--- src/sv/median_filter_3x3_rgb_top_macros.svh ---
`ifndef MEDIAN_FILTER_3X3_RGB_TOP_MACROS_SVH
`define MEDIAN_FILTER_3X3_RGB_TOP_MACROS_SVH

// same-cycle implication on clk_i, off while rst_ni is low
`define MF3_ASSERT_NOW(lbl, ante, cons, msg) \
  lbl: assert property (@(posedge clk_i) disable iff (!rst_ni) (ante) |-> (cons)) \
    else $error(msg);

// next-cycle implication on clk_i, off while rst_ni is low
`define MF3_ASSERT_NEXT(lbl, ante, cons, msg) \
  lbl: assert property (@(posedge clk_i) disable iff (!rst_ni) (ante) |=> (cons)) \
    else $error(msg);

`endif

--- src/sv/mf3rgb_pkg.sv ---
package mf3rgb_pkg;

  // field and register widths
  localparam int CH_W    = 8;
  localparam int OUT_CH  = 3;
  localparam int FW_W    = 11;
  localparam int FH_W    = 16;
  localparam int CFG_A_W = 1;
  localparam int CFG_D_W = 16;

  // smallest usable frame dimension
  localparam int MIN_DIM = 3;

  // register reset values
  localparam logic [FW_W-1:0] RST_FRAME_WIDTH  = 11'd640;
  localparam logic [FH_W-1:0] RST_FRAME_HEIGHT = 16'd480;

  // register indexes
  localparam logic [CFG_A_W-1:0] REG_FRAME_WIDTH  = 1'b0;
  localparam logic [CFG_A_W-1:0] REG_FRAME_HEIGHT = 1'b1;

  // item modes
  localparam logic MODE_PIXEL = 1'b0;
  localparam logic MODE_FLUSH = 1'b1;

  typedef logic [CH_W-1:0] chan_t;

  // divider status toward the top level
  typedef struct packed {
    logic busy;
    logic done;
  } div_stat_t;

endpackage

--- src/sv/mf3rgb_median.sv ---
module mf3rgb_median
  import mf3rgb_pkg::*;
(
  input  chan_t [8:0] win_i,
  output chan_t       med_o
);

  function automatic chan_t fmin(chan_t a, chan_t b);
    return (a < b) ? a : b;
  endfunction

  function automatic chan_t fmax(chan_t a, chan_t b);
    return (a < b) ? b : a;
  endfunction

  function automatic chan_t fmed3(chan_t a, chan_t b, chan_t c);
    return fmax(fmin(a, b), fmin(fmax(a, b), c));
  endfunction

  chan_t [2:0] lo;
  chan_t [2:0] mi;
  chan_t [2:0] hi;

  // sort each row, then median of max-of-lows, median-of-mids, min-of-highs
  always_comb begin
    for (int i = 0; i < 3; i++) begin
      lo[i] = fmin(fmin(win_i[3*i], win_i[3*i+1]), win_i[3*i+2]);
      mi[i] = fmed3(win_i[3*i], win_i[3*i+1], win_i[3*i+2]);
      hi[i] = fmax(fmax(win_i[3*i], win_i[3*i+1]), win_i[3*i+2]);
    end
    med_o = fmed3(fmax(fmax(lo[0], lo[1]), lo[2]),
                  fmed3(mi[0], mi[1], mi[2]),
                  fmin(fmin(hi[0], hi[1]), hi[2]));
  end

endmodule

--- config.mk ---
export PLATFORM = sky130hd
export DESIGN_NAME = mf3rgb_median
export DESIGN_NICKNAME = d
export VERILOG_FILES = /design/src/sv/median_filter_3x3_rgb_top_macros.svh /design/src/sv/mf3rgb_pkg.sv /design/src/sv/mf3rgb_median.sv
export SDC_FILE = /design/constraint.sdc
export NUM_CORES = 1
export LEC_CHECK = 0
export BUFFER_PORTS_ARGS = -buffer_cell sky130_fd_sc_hd__buf_4
export CORE_AREA = 10 10 138 140
export DETAILED_ROUTE_END_ITERATION = 10
export DIE_AREA = 0 0 148 150
export GPL_ROUTABILITY_DRIVEN = 0
export GPL_TIMING_DRIVEN = 1
export PLACE_DENSITY = 0.72
export SLEW_MARGIN = 40
export SYNTH_ARGS = -nofsm -noshare
export SYNTH_HDL_FRONTEND = slang
export SYNTH_SLANG_ARGS = --single-unit
export TNS_END_PERCENT = 5
--- constraint.sdc ---
create_clock -name vclk -period 74.9
set_input_delay 14.98 -clock vclk [all_inputs]
set_output_delay 14.98 -clock vclk [all_outputs]
set_load 0.02 [all_outputs]
==> impl_metrics.tcl <==
set metrics [dict create \
    synth_area_sq_mm 0.00718 \
    worst_pin_slew_ps 786 \
    status "complete, no violations" \
    drv_slew 0 \
    synth-seq-area-share_pct 0 \
    synth-simple-area-share_pct 18.9 \
    critPathLaunchType "input port" \
    critPathTopFamily "compound AO/OA/AOI/OAI gates" \
    slew_headroom_pct 46.1 \
    synth_common_cells "ha_1 (146), o21ai_0 (127), nand2_1 (124)" \
    wl_per_cell_um 16.6 \
    nNetsFinal 1314 \
    drc_errors 0 \
    synth_adder_area_share_pct 26.1 \
    cpPeakStageDelay_ps 610 \
    required_ps 59920 \
    ff_latch_area_sq_um 0 \
    synth_xor_area_share_pct 0.244 \
    use_met3_pct 2.60 \
    muxShareOfSynthArea_pct 15.2 \
    grt.busiest_layer "met2" \
    area_growth_pct 11.3 \
    drtAntennaViolNets 0 \
    hold_class "in -> out" \
    io_pins 80 \
    vias_per_cell 5.92 \
    cpMaxStageDelayCell "a211oi_4" \
    grt_max_degree 25 \
    crit_top_cell "a21oi_1" \
    use_met1_pct 23.9 \
    die_y_um 150 \
    hold_violations 0 \
    setup_viol 0 \
    postCtsSetupRepairBufs 0 \
    nFillCells 1687 \
    synth_top_family_by_area "compound AO/OA/AOI/OAI gates" \
    synth.area.top_cells "ha_1 (25%), mux2i_1 (11%), o21ai_0 (8.9%)" \
    grt_pass1_vias 7544 \
    floorplan.initialDensity_pct 43.9 \
    critPathCaptureType "primary output" \
    post_cts_resized 0 \
    antenna_found_initial 0 \
    critPathArrivalTime_ps 33610 \
    die_x_um 148 \
    synth-compound-area-share_pct 32.0 \
    path_buf_inv 7 \
    drive_gt1_share_pct 12.7 \
    io_buffers 80 \
    num_vias 7780 \
    grtUsageMet2_pct 33.6 \
    core_area_sq_mm 0.0163 \
    nClkBuffers 0 \
    synth.distinct_cells 83 \
    dp_hpwl_um 19100 \
    postCtsHoldBufs 0 \
    n_antenna_cell 0 \
    track_usage_pct 19.0 \
    synth_most_common_cell "ha_1" \
    syn_avg_cell_area_sq_um 6.91 \
    critical_path_class "in -> out" \
    fin_setup_tns_ps 0 \
    routed_wl_um 21800 \
    synth_top_area_share_pct 25.4 \
    yosysTopAreaCell "ha_1" \
    seq_cell_count 0 \
    overflow 0 \
    initialDrtViolationCount 533 \
    syn_nets 1257 \
    dieArea_sq_mm 0.0222 \
    period_needed_ps 48590 \
    drtPass1Iterations 5 \
    maxCapViolCount 0 \
    num_rows 47 \
    yosysWarnings 0 \
    fin_crit_sh_pct 64.9 \
    rsz0062_at_grt "false" \
    max_freq_mhz 20.6 \
    grt_pass1_wl_um 36200 \
    cp_max_fo 21 \
    synthCells 1039 \
]
metrics by stage:
stage | util, % | hold WS (ps) | worst slack (ps) | instances | area, sq um
after CTS | 48.7 | 30840 | 26430 | 1314 | 7960
after global placement | 48.6 | 30830 | 26660 | 1313 | 7950
after global routing | 48.9 | 30930 | 24620 | 1314 | 7990
final | 48.9 | 30850 | 26310 | 1314 | 7990
after detailed placement | 48.7 | 30830 | 26470 | 1314 | 7960
after floorplan | - | 30510 | 28580 | 1039 | 7180
final cells by class:
cell class,instances,area [sq um],share of cell area (%)
Multi-Input combinational cell,904,6680,83.6
Timing Repair Buffer,85,642,8.03
Inverter,105,394,4.93
Tap cell,220,275,3.45
kinds of logic after synthesis:
| kind of cell | after synthesis |
|---|---|
| and+or+nand+nor | 289 |
| muxes | 106 |
| buffers and inverters | 135 |
| AOI/OAI and AO/OA | 356 |
| adders and majority gates | 151 |
| xor gates and xnor gates | 2 |
layer usage:
metal	wire length, um	up-vias
li1	-	3955
met5	0	-
met3	1510	30
met1	9590	3537
met2	10200	258
met4	439	0
path summary, 6_finish.rpt:
check,start,to,slack [ps],cells after the start
hold / removal,win_i[70],med_o[6],30850,8
setup / recovery,win_i[33],med_o[0],26310,80
layout by cell type (no fill, tap or decap), drive strengths merged, types with 6 or more instances in the layout:
master | Yosys | final
ha | 146 | 146
buf | 9 | 85
nand3 | 22 | 22
nor2 | 63 | 63
o31ai | 7 | 7
o21ai | 134 | 134
a21boi | 7 | 7
a21oi | 89 | 89
nand2 | 124 | 124
nand4 | 13 | 13
mux2 | 26 | 26
mux2i | 80 | 80
nor2b | 9 | 9
nor3 | 7 | 7
a21o | 28 | 28
a31oi | 6 | 6
or2 | 6 | 6
a211o | 8 | 8
a211oi | 10 | 10
o21a | 14 | 14
inv | 105 | 105
and3 | 8 | 8
nand2b | 13 | 13
o211ai | 8 | 8
Power is left out: the tool's default activity adds up to more than one toggle a clock period on the data nets, which glitch-free logic cannot reach.
