$ cat src/sv/median_filter_3x3_rgb_top_macros.svh
`ifndef MEDIAN_FILTER_3X3_RGB_TOP_MACROS_SVH
`define MEDIAN_FILTER_3X3_RGB_TOP_MACROS_SVH

// same-cycle implication on clk_i, off while rst_ni is low
`define MF3_ASSERT_NOW(lbl, ante, cons, msg) \
  lbl: assert property (@(posedge clk_i) disable iff (!rst_ni) (ante) |-> (cons)) \
    else $error(msg);

// next-cycle implication on clk_i, off while rst_ni is low
`define MF3_ASSERT_NEXT(lbl, ante, cons, msg) \
  lbl: assert property (@(posedge clk_i) disable iff (!rst_ni) (ante) |=> (cons)) \
    else $error(msg);

`endif

$ cat src/sv/mf3rgb_pkg.sv
package mf3rgb_pkg;

  // field and register widths
  localparam int CH_W    = 8;
  localparam int OUT_CH  = 3;
  localparam int FW_W    = 11;
  localparam int FH_W    = 16;
  localparam int CFG_A_W = 1;
  localparam int CFG_D_W = 16;

  // smallest usable frame dimension
  localparam int MIN_DIM = 3;

  // register reset values
  localparam logic [FW_W-1:0] RST_FRAME_WIDTH  = 11'd640;
  localparam logic [FH_W-1:0] RST_FRAME_HEIGHT = 16'd480;

  // register indexes
  localparam logic [CFG_A_W-1:0] REG_FRAME_WIDTH  = 1'b0;
  localparam logic [CFG_A_W-1:0] REG_FRAME_HEIGHT = 1'b1;

  // item modes
  localparam logic MODE_PIXEL = 1'b0;
  localparam logic MODE_FLUSH = 1'b1;

  typedef logic [CH_W-1:0] chan_t;

  // divider status toward the top level
  typedef struct packed {
    logic busy;
    logic done;
  } div_stat_t;

endpackage

$ cat src/sv/mf3rgb_div.sv
module mf3rgb_div
  import mf3rgb_pkg::*;
#(
  parameter int DVD_W = 26,
  parameter int DVS_W = 11
) (
  input  logic             clk_i,
  input  logic             rst_ni,
  input  logic             start_i,
  input  logic [DVD_W-1:0] dividend_i,
  input  logic [DVS_W-1:0] divisor_i,
  output logic [DVD_W-1:0] quot_o,
  output logic [DVS_W-1:0] rem_o,
  output div_stat_t        stat_o
);

  localparam int CNT_W = $clog2(DVD_W + 1);

  logic [DVD_W-1:0] quot_q, quot_d;
  logic [DVS_W-1:0] rem_q, rem_d;
  logic [DVS_W-1:0] dvs_q;
  logic [CNT_W-1:0] cnt_q;
  logic             busy_q;
  logic             done_q;
  logic [DVS_W:0]   trial;

  // one restoring step: shift in the next dividend bit, subtract if it fits
  always_comb begin
    trial = {rem_q, quot_q[DVD_W-1]};
    if (trial >= {1'b0, dvs_q}) begin
      rem_d  = DVS_W'(trial - {1'b0, dvs_q});
      quot_d = {quot_q[DVD_W-2:0], 1'b1};
    end else begin
      rem_d  = DVS_W'(trial);
      quot_d = {quot_q[DVD_W-2:0], 1'b0};
    end
  end

  // control, a new start restarts the run
  always_ff @(posedge clk_i or negedge rst_ni) begin
    if (!rst_ni) begin
      busy_q <= 1'b0;
      done_q <= 1'b0;
      cnt_q  <= '0;
    end else begin
      done_q <= 1'b0;
      if (start_i) begin
        busy_q <= 1'b1;
        cnt_q  <= CNT_W'(DVD_W);
      end else if (busy_q) begin
        cnt_q <= cnt_q - CNT_W'(1);
        if (cnt_q == CNT_W'(1)) begin
          busy_q <= 1'b0;
          done_q <= 1'b1;
        end
      end
    end
  end

  // datapath
  always_ff @(posedge clk_i) begin
    if (start_i) begin
      quot_q <= dividend_i;
      rem_q  <= '0;
      dvs_q  <= divisor_i;
    end else if (busy_q) begin
      quot_q <= quot_d;
      rem_q  <= rem_d;
    end
  end

  assign quot_o      = quot_q;
  assign rem_o       = rem_q;
  assign stat_o.busy = busy_q;
  assign stat_o.done = done_q;

endmodule

$ cat config.mk
export PLATFORM = sky130hd
export DESIGN_NAME = mf3rgb_div
export DESIGN_NICKNAME = d
export VERILOG_FILES = /design/src/sv/median_filter_3x3_rgb_top_macros.svh /design/src/sv/mf3rgb_pkg.sv /design/src/sv/mf3rgb_div.sv
export SDC_FILE = /design/constraint.sdc
export NUM_CORES = 1
export LEC_CHECK = 0
export ABC_AREA = 1
export BUFFER_PORTS_ARGS = -buffer_cell sky130_fd_sc_hd__buf_2
export CELL_PAD_IN_SITES_DETAIL_PLACEMENT = 2
export CELL_PAD_IN_SITES_GLOBAL_PLACEMENT = 2
export CORE_ASPECT_RATIO = 0.9
export CORE_UTILIZATION = 30
export DETAILED_ROUTE_END_ITERATION = 16
export GPL_TIMING_DRIVEN = 0
export PLACE_DENSITY = 0.81
export SYNTH_ARGS = -nofsm -noshare
export SYNTH_HDL_FRONTEND = slang
export SYNTH_SLANG_ARGS = --single-unit
$ cat constraint.sdc
create_clock -name clk_i -period 2.3 [get_ports clk_i]
set_clock_uncertainty 0.1 [all_clocks]
set_input_delay 0.46 -clock clk_i [delete_from_list [all_inputs] [get_ports clk_i]]
set_output_delay 0.46 -clock clk_i [all_outputs]
set_load 0.02 [all_outputs]
==> results.cfg <==
[setup_path]
worstPathRequired_ps = 2400
rr_startpoint = quot_o[25]$_DFFE_PP_
worstSetupEndpointType = flip-flop
crit_type = reg -> reg
path_max_fanout = 10
cp_cell_sequence = inv_1 -> ha_1 -> fa_2 -> inv_1 -> nand3_1 -> nand3_4 -> nand2_2 -> nand4_4 -> buf_12 -> nand3_2 -> nand3_1 -> nand2_1
startpoint = quot_o[25]$_DFFE_PP_
worstPathArrival_ps = 2270
start_kind = flip-flop
crit_buf_inv = 3
path_delay_family = simple AND/OR/NAND/NOR gates
cpMaxStageDelayCell = fa_2
cpPeakStageDelay_ps = 370

[routing]
wl_mm = 9.71
vias_per_cell = 4.79
first_pass_iters = 4
first_iter_violations = 95
drc = 0
dr_total_vias = 2811
wl_per_cell_um = 16.5
route.antenna.remaining_nets = 0

[power]
power.leakage_nw = 2.00
ir_drop_mv = 0.409
cellPowerDensity_nw_per_um2 = 984
total_power_mw = 3.75

[yosys]
syn-mean-instance-area_um2 = 8.26
yosysSeqAreaShare = 0.487
synth_ff_type = edfxtp_1
synthesis.area_um2 = 3090
yosys_warnings = 0
synthCells = 374
synth_edf_count = 37
async_flop_share = 0.127
syn-num-nets = 428
synth_cell_types = 31
ys_seq_elements = 55

[sta]
finalSetupViolations = 0
worst_slew_pin_slew_ps = 1100
hold_violations = 0
slew_headroom = 0.269
slew_viol_final = 0
setup_ws_ps = 128
period_needed_ps = 2170
finalCritPeriodShare = 0.944
holdWs_ps = 233
fmax_mhz = 460
setup_tns_ps = 0

[die]
ios = 79
core_area_um2 = 9830
dieArea_um2 = 10700
die_w_um = 109
start_util = 0.314
rows = 34
die_h_um = 98.3

[final_layout]
diodes = 0
nets = 514
fin_cells = 587
drive_gt1_frac = 0.260
utilization = 0.388
fin_area_um2 = 3810
syn_to_final_growth_pct = 23.3

[place]
dpl.cell_count = 578
place.gp.congestion = 0.781
post-dp-hpwl_mm = 7.43
placed_area_um2 = 3640
pre_cts_ws_ps = -101
port_buffers = 78

[clock_network]
cts_buffers = 5
clock_latency_ps = 300
tritoncts = done
cts_sinks = 55
clk_pin_slew_ps = 80
clock_path_buffers = 2
cts-root-buf = clkbuf_16
cts_max_level = 2

[global_routing]
grt_pass1_vias = 3151
antenna_found_initial = 0
grt_max_degree = 28
grt_usage = 0.197
grt_pass1_wl_mm = 16.1
overflow = 0

[outcome]
status = complete, no violations

[hold_path]
hp-start = divisor_i[4]
hold_class = in -> reg

[flow_run]
max_cap_violations = 0
report_power, final:
group,leakage [nW],switching (mW),total (mW),internal [mW]
combinational,1.36,1.02,1.61,0.582
clock,0.0719,0.399,0.814,0.415
sequential,0.563,0.119,1.33,1.21
synth_stat cells (5+ instances only):
cell type	n	area, um2
dfrtp_1	7	175
nand2_2	11	68.8
nand3_1	26	130
edfxtp_1	37	1110
nor2_1	14	52.6
nand4_1	15	93.8
a21oi_1	6	30.0
nand2_1	145	544
dfxtp_1	11	220
clkbuf_1	5	18.8
inv_1	51	191
ha_1	13	163
nand3_2	6	60.1
registers in the layout, summed over array words and instances (netlist names):
register	count
quot_o	26
cnt_q	5
done_q	1
busy_q	1
dvs_q	11
rem_o	11
layout by cell type (no fill, tap or decap), types with 2 or more instances in the layout:
master	n
nand4_1	15
edfxtp_1	37
xnor2_1	2
dfxtp_1	11
a21oi_1	6
clkbuf_16	5
nand2_1	145
nand2_2	11
buf_4	3
inv_2	2
nand3_2	5
nand3_1	26
buf_2	80
nor2_1	14
ha_1	13
o21ai_0	4
clkbuf_1	5
nor2_2	2
dfrtp_1	7
inv_1	51
cell families after synthesis:
group,share of synthesized area
simple gates,0.327
flops,0.487
compound gates,0.0215
buf+inv,0.0968
fa+ha+maj,0.0591
xor+xnor,0.00850
metal layers:
layer / up-vias / global-route usage / wire [um]
li1: 1360 / - / -
met1: 1370 / 0.248 / 4310
met2: 69 / 0.331 / 4630
met3: 12 / 0.0487 / 608
met4: 0 / 0.0551 / 155
met5: - / 0 / 0
path summary, 6_finish.rpt:
path / end / slack [ps] / cells past startpoint
setup / recovery: rem_o[6]$_SDFFE_PP0P_ / 130 / 12
hold / removal: dvs_q[4]$_DFFE_PP_ / 230 / 1
setup reg to reg: rem_o[6]$_SDFFE_PP0P_ / 130 / 12
hold reg to reg: rem_o[7]$_SDFFE_PP0P_ / 390 / 2
min in group asynchronous: cnt_q[0]$_DFFE_PN0P_ / 440 / 2
max in group asynchronous: done_q$_DFF_PN0_ / 1500 / 2
cell type report:
type,count,area (um2)
multi-input combinational,252,1290
inverter,53,199
clock buffer,5,125
fill,1116,6020
buffer,14,100
tap,126,158
clock inverter,3,27.5
timing repair buffer,79,400
sequential,55,1510
repair_timing:
item / 4_1_cts / 5_1_grt
endpoints found under the hold margin: 7 / 0
hold buffers: 1 / 0
buffers inserted: 0 / 0
endpoints found under the setup margin: 0 / 10
resized for setup: 0 / 2
Note: power is estimated with default switching activity, not from simulation.
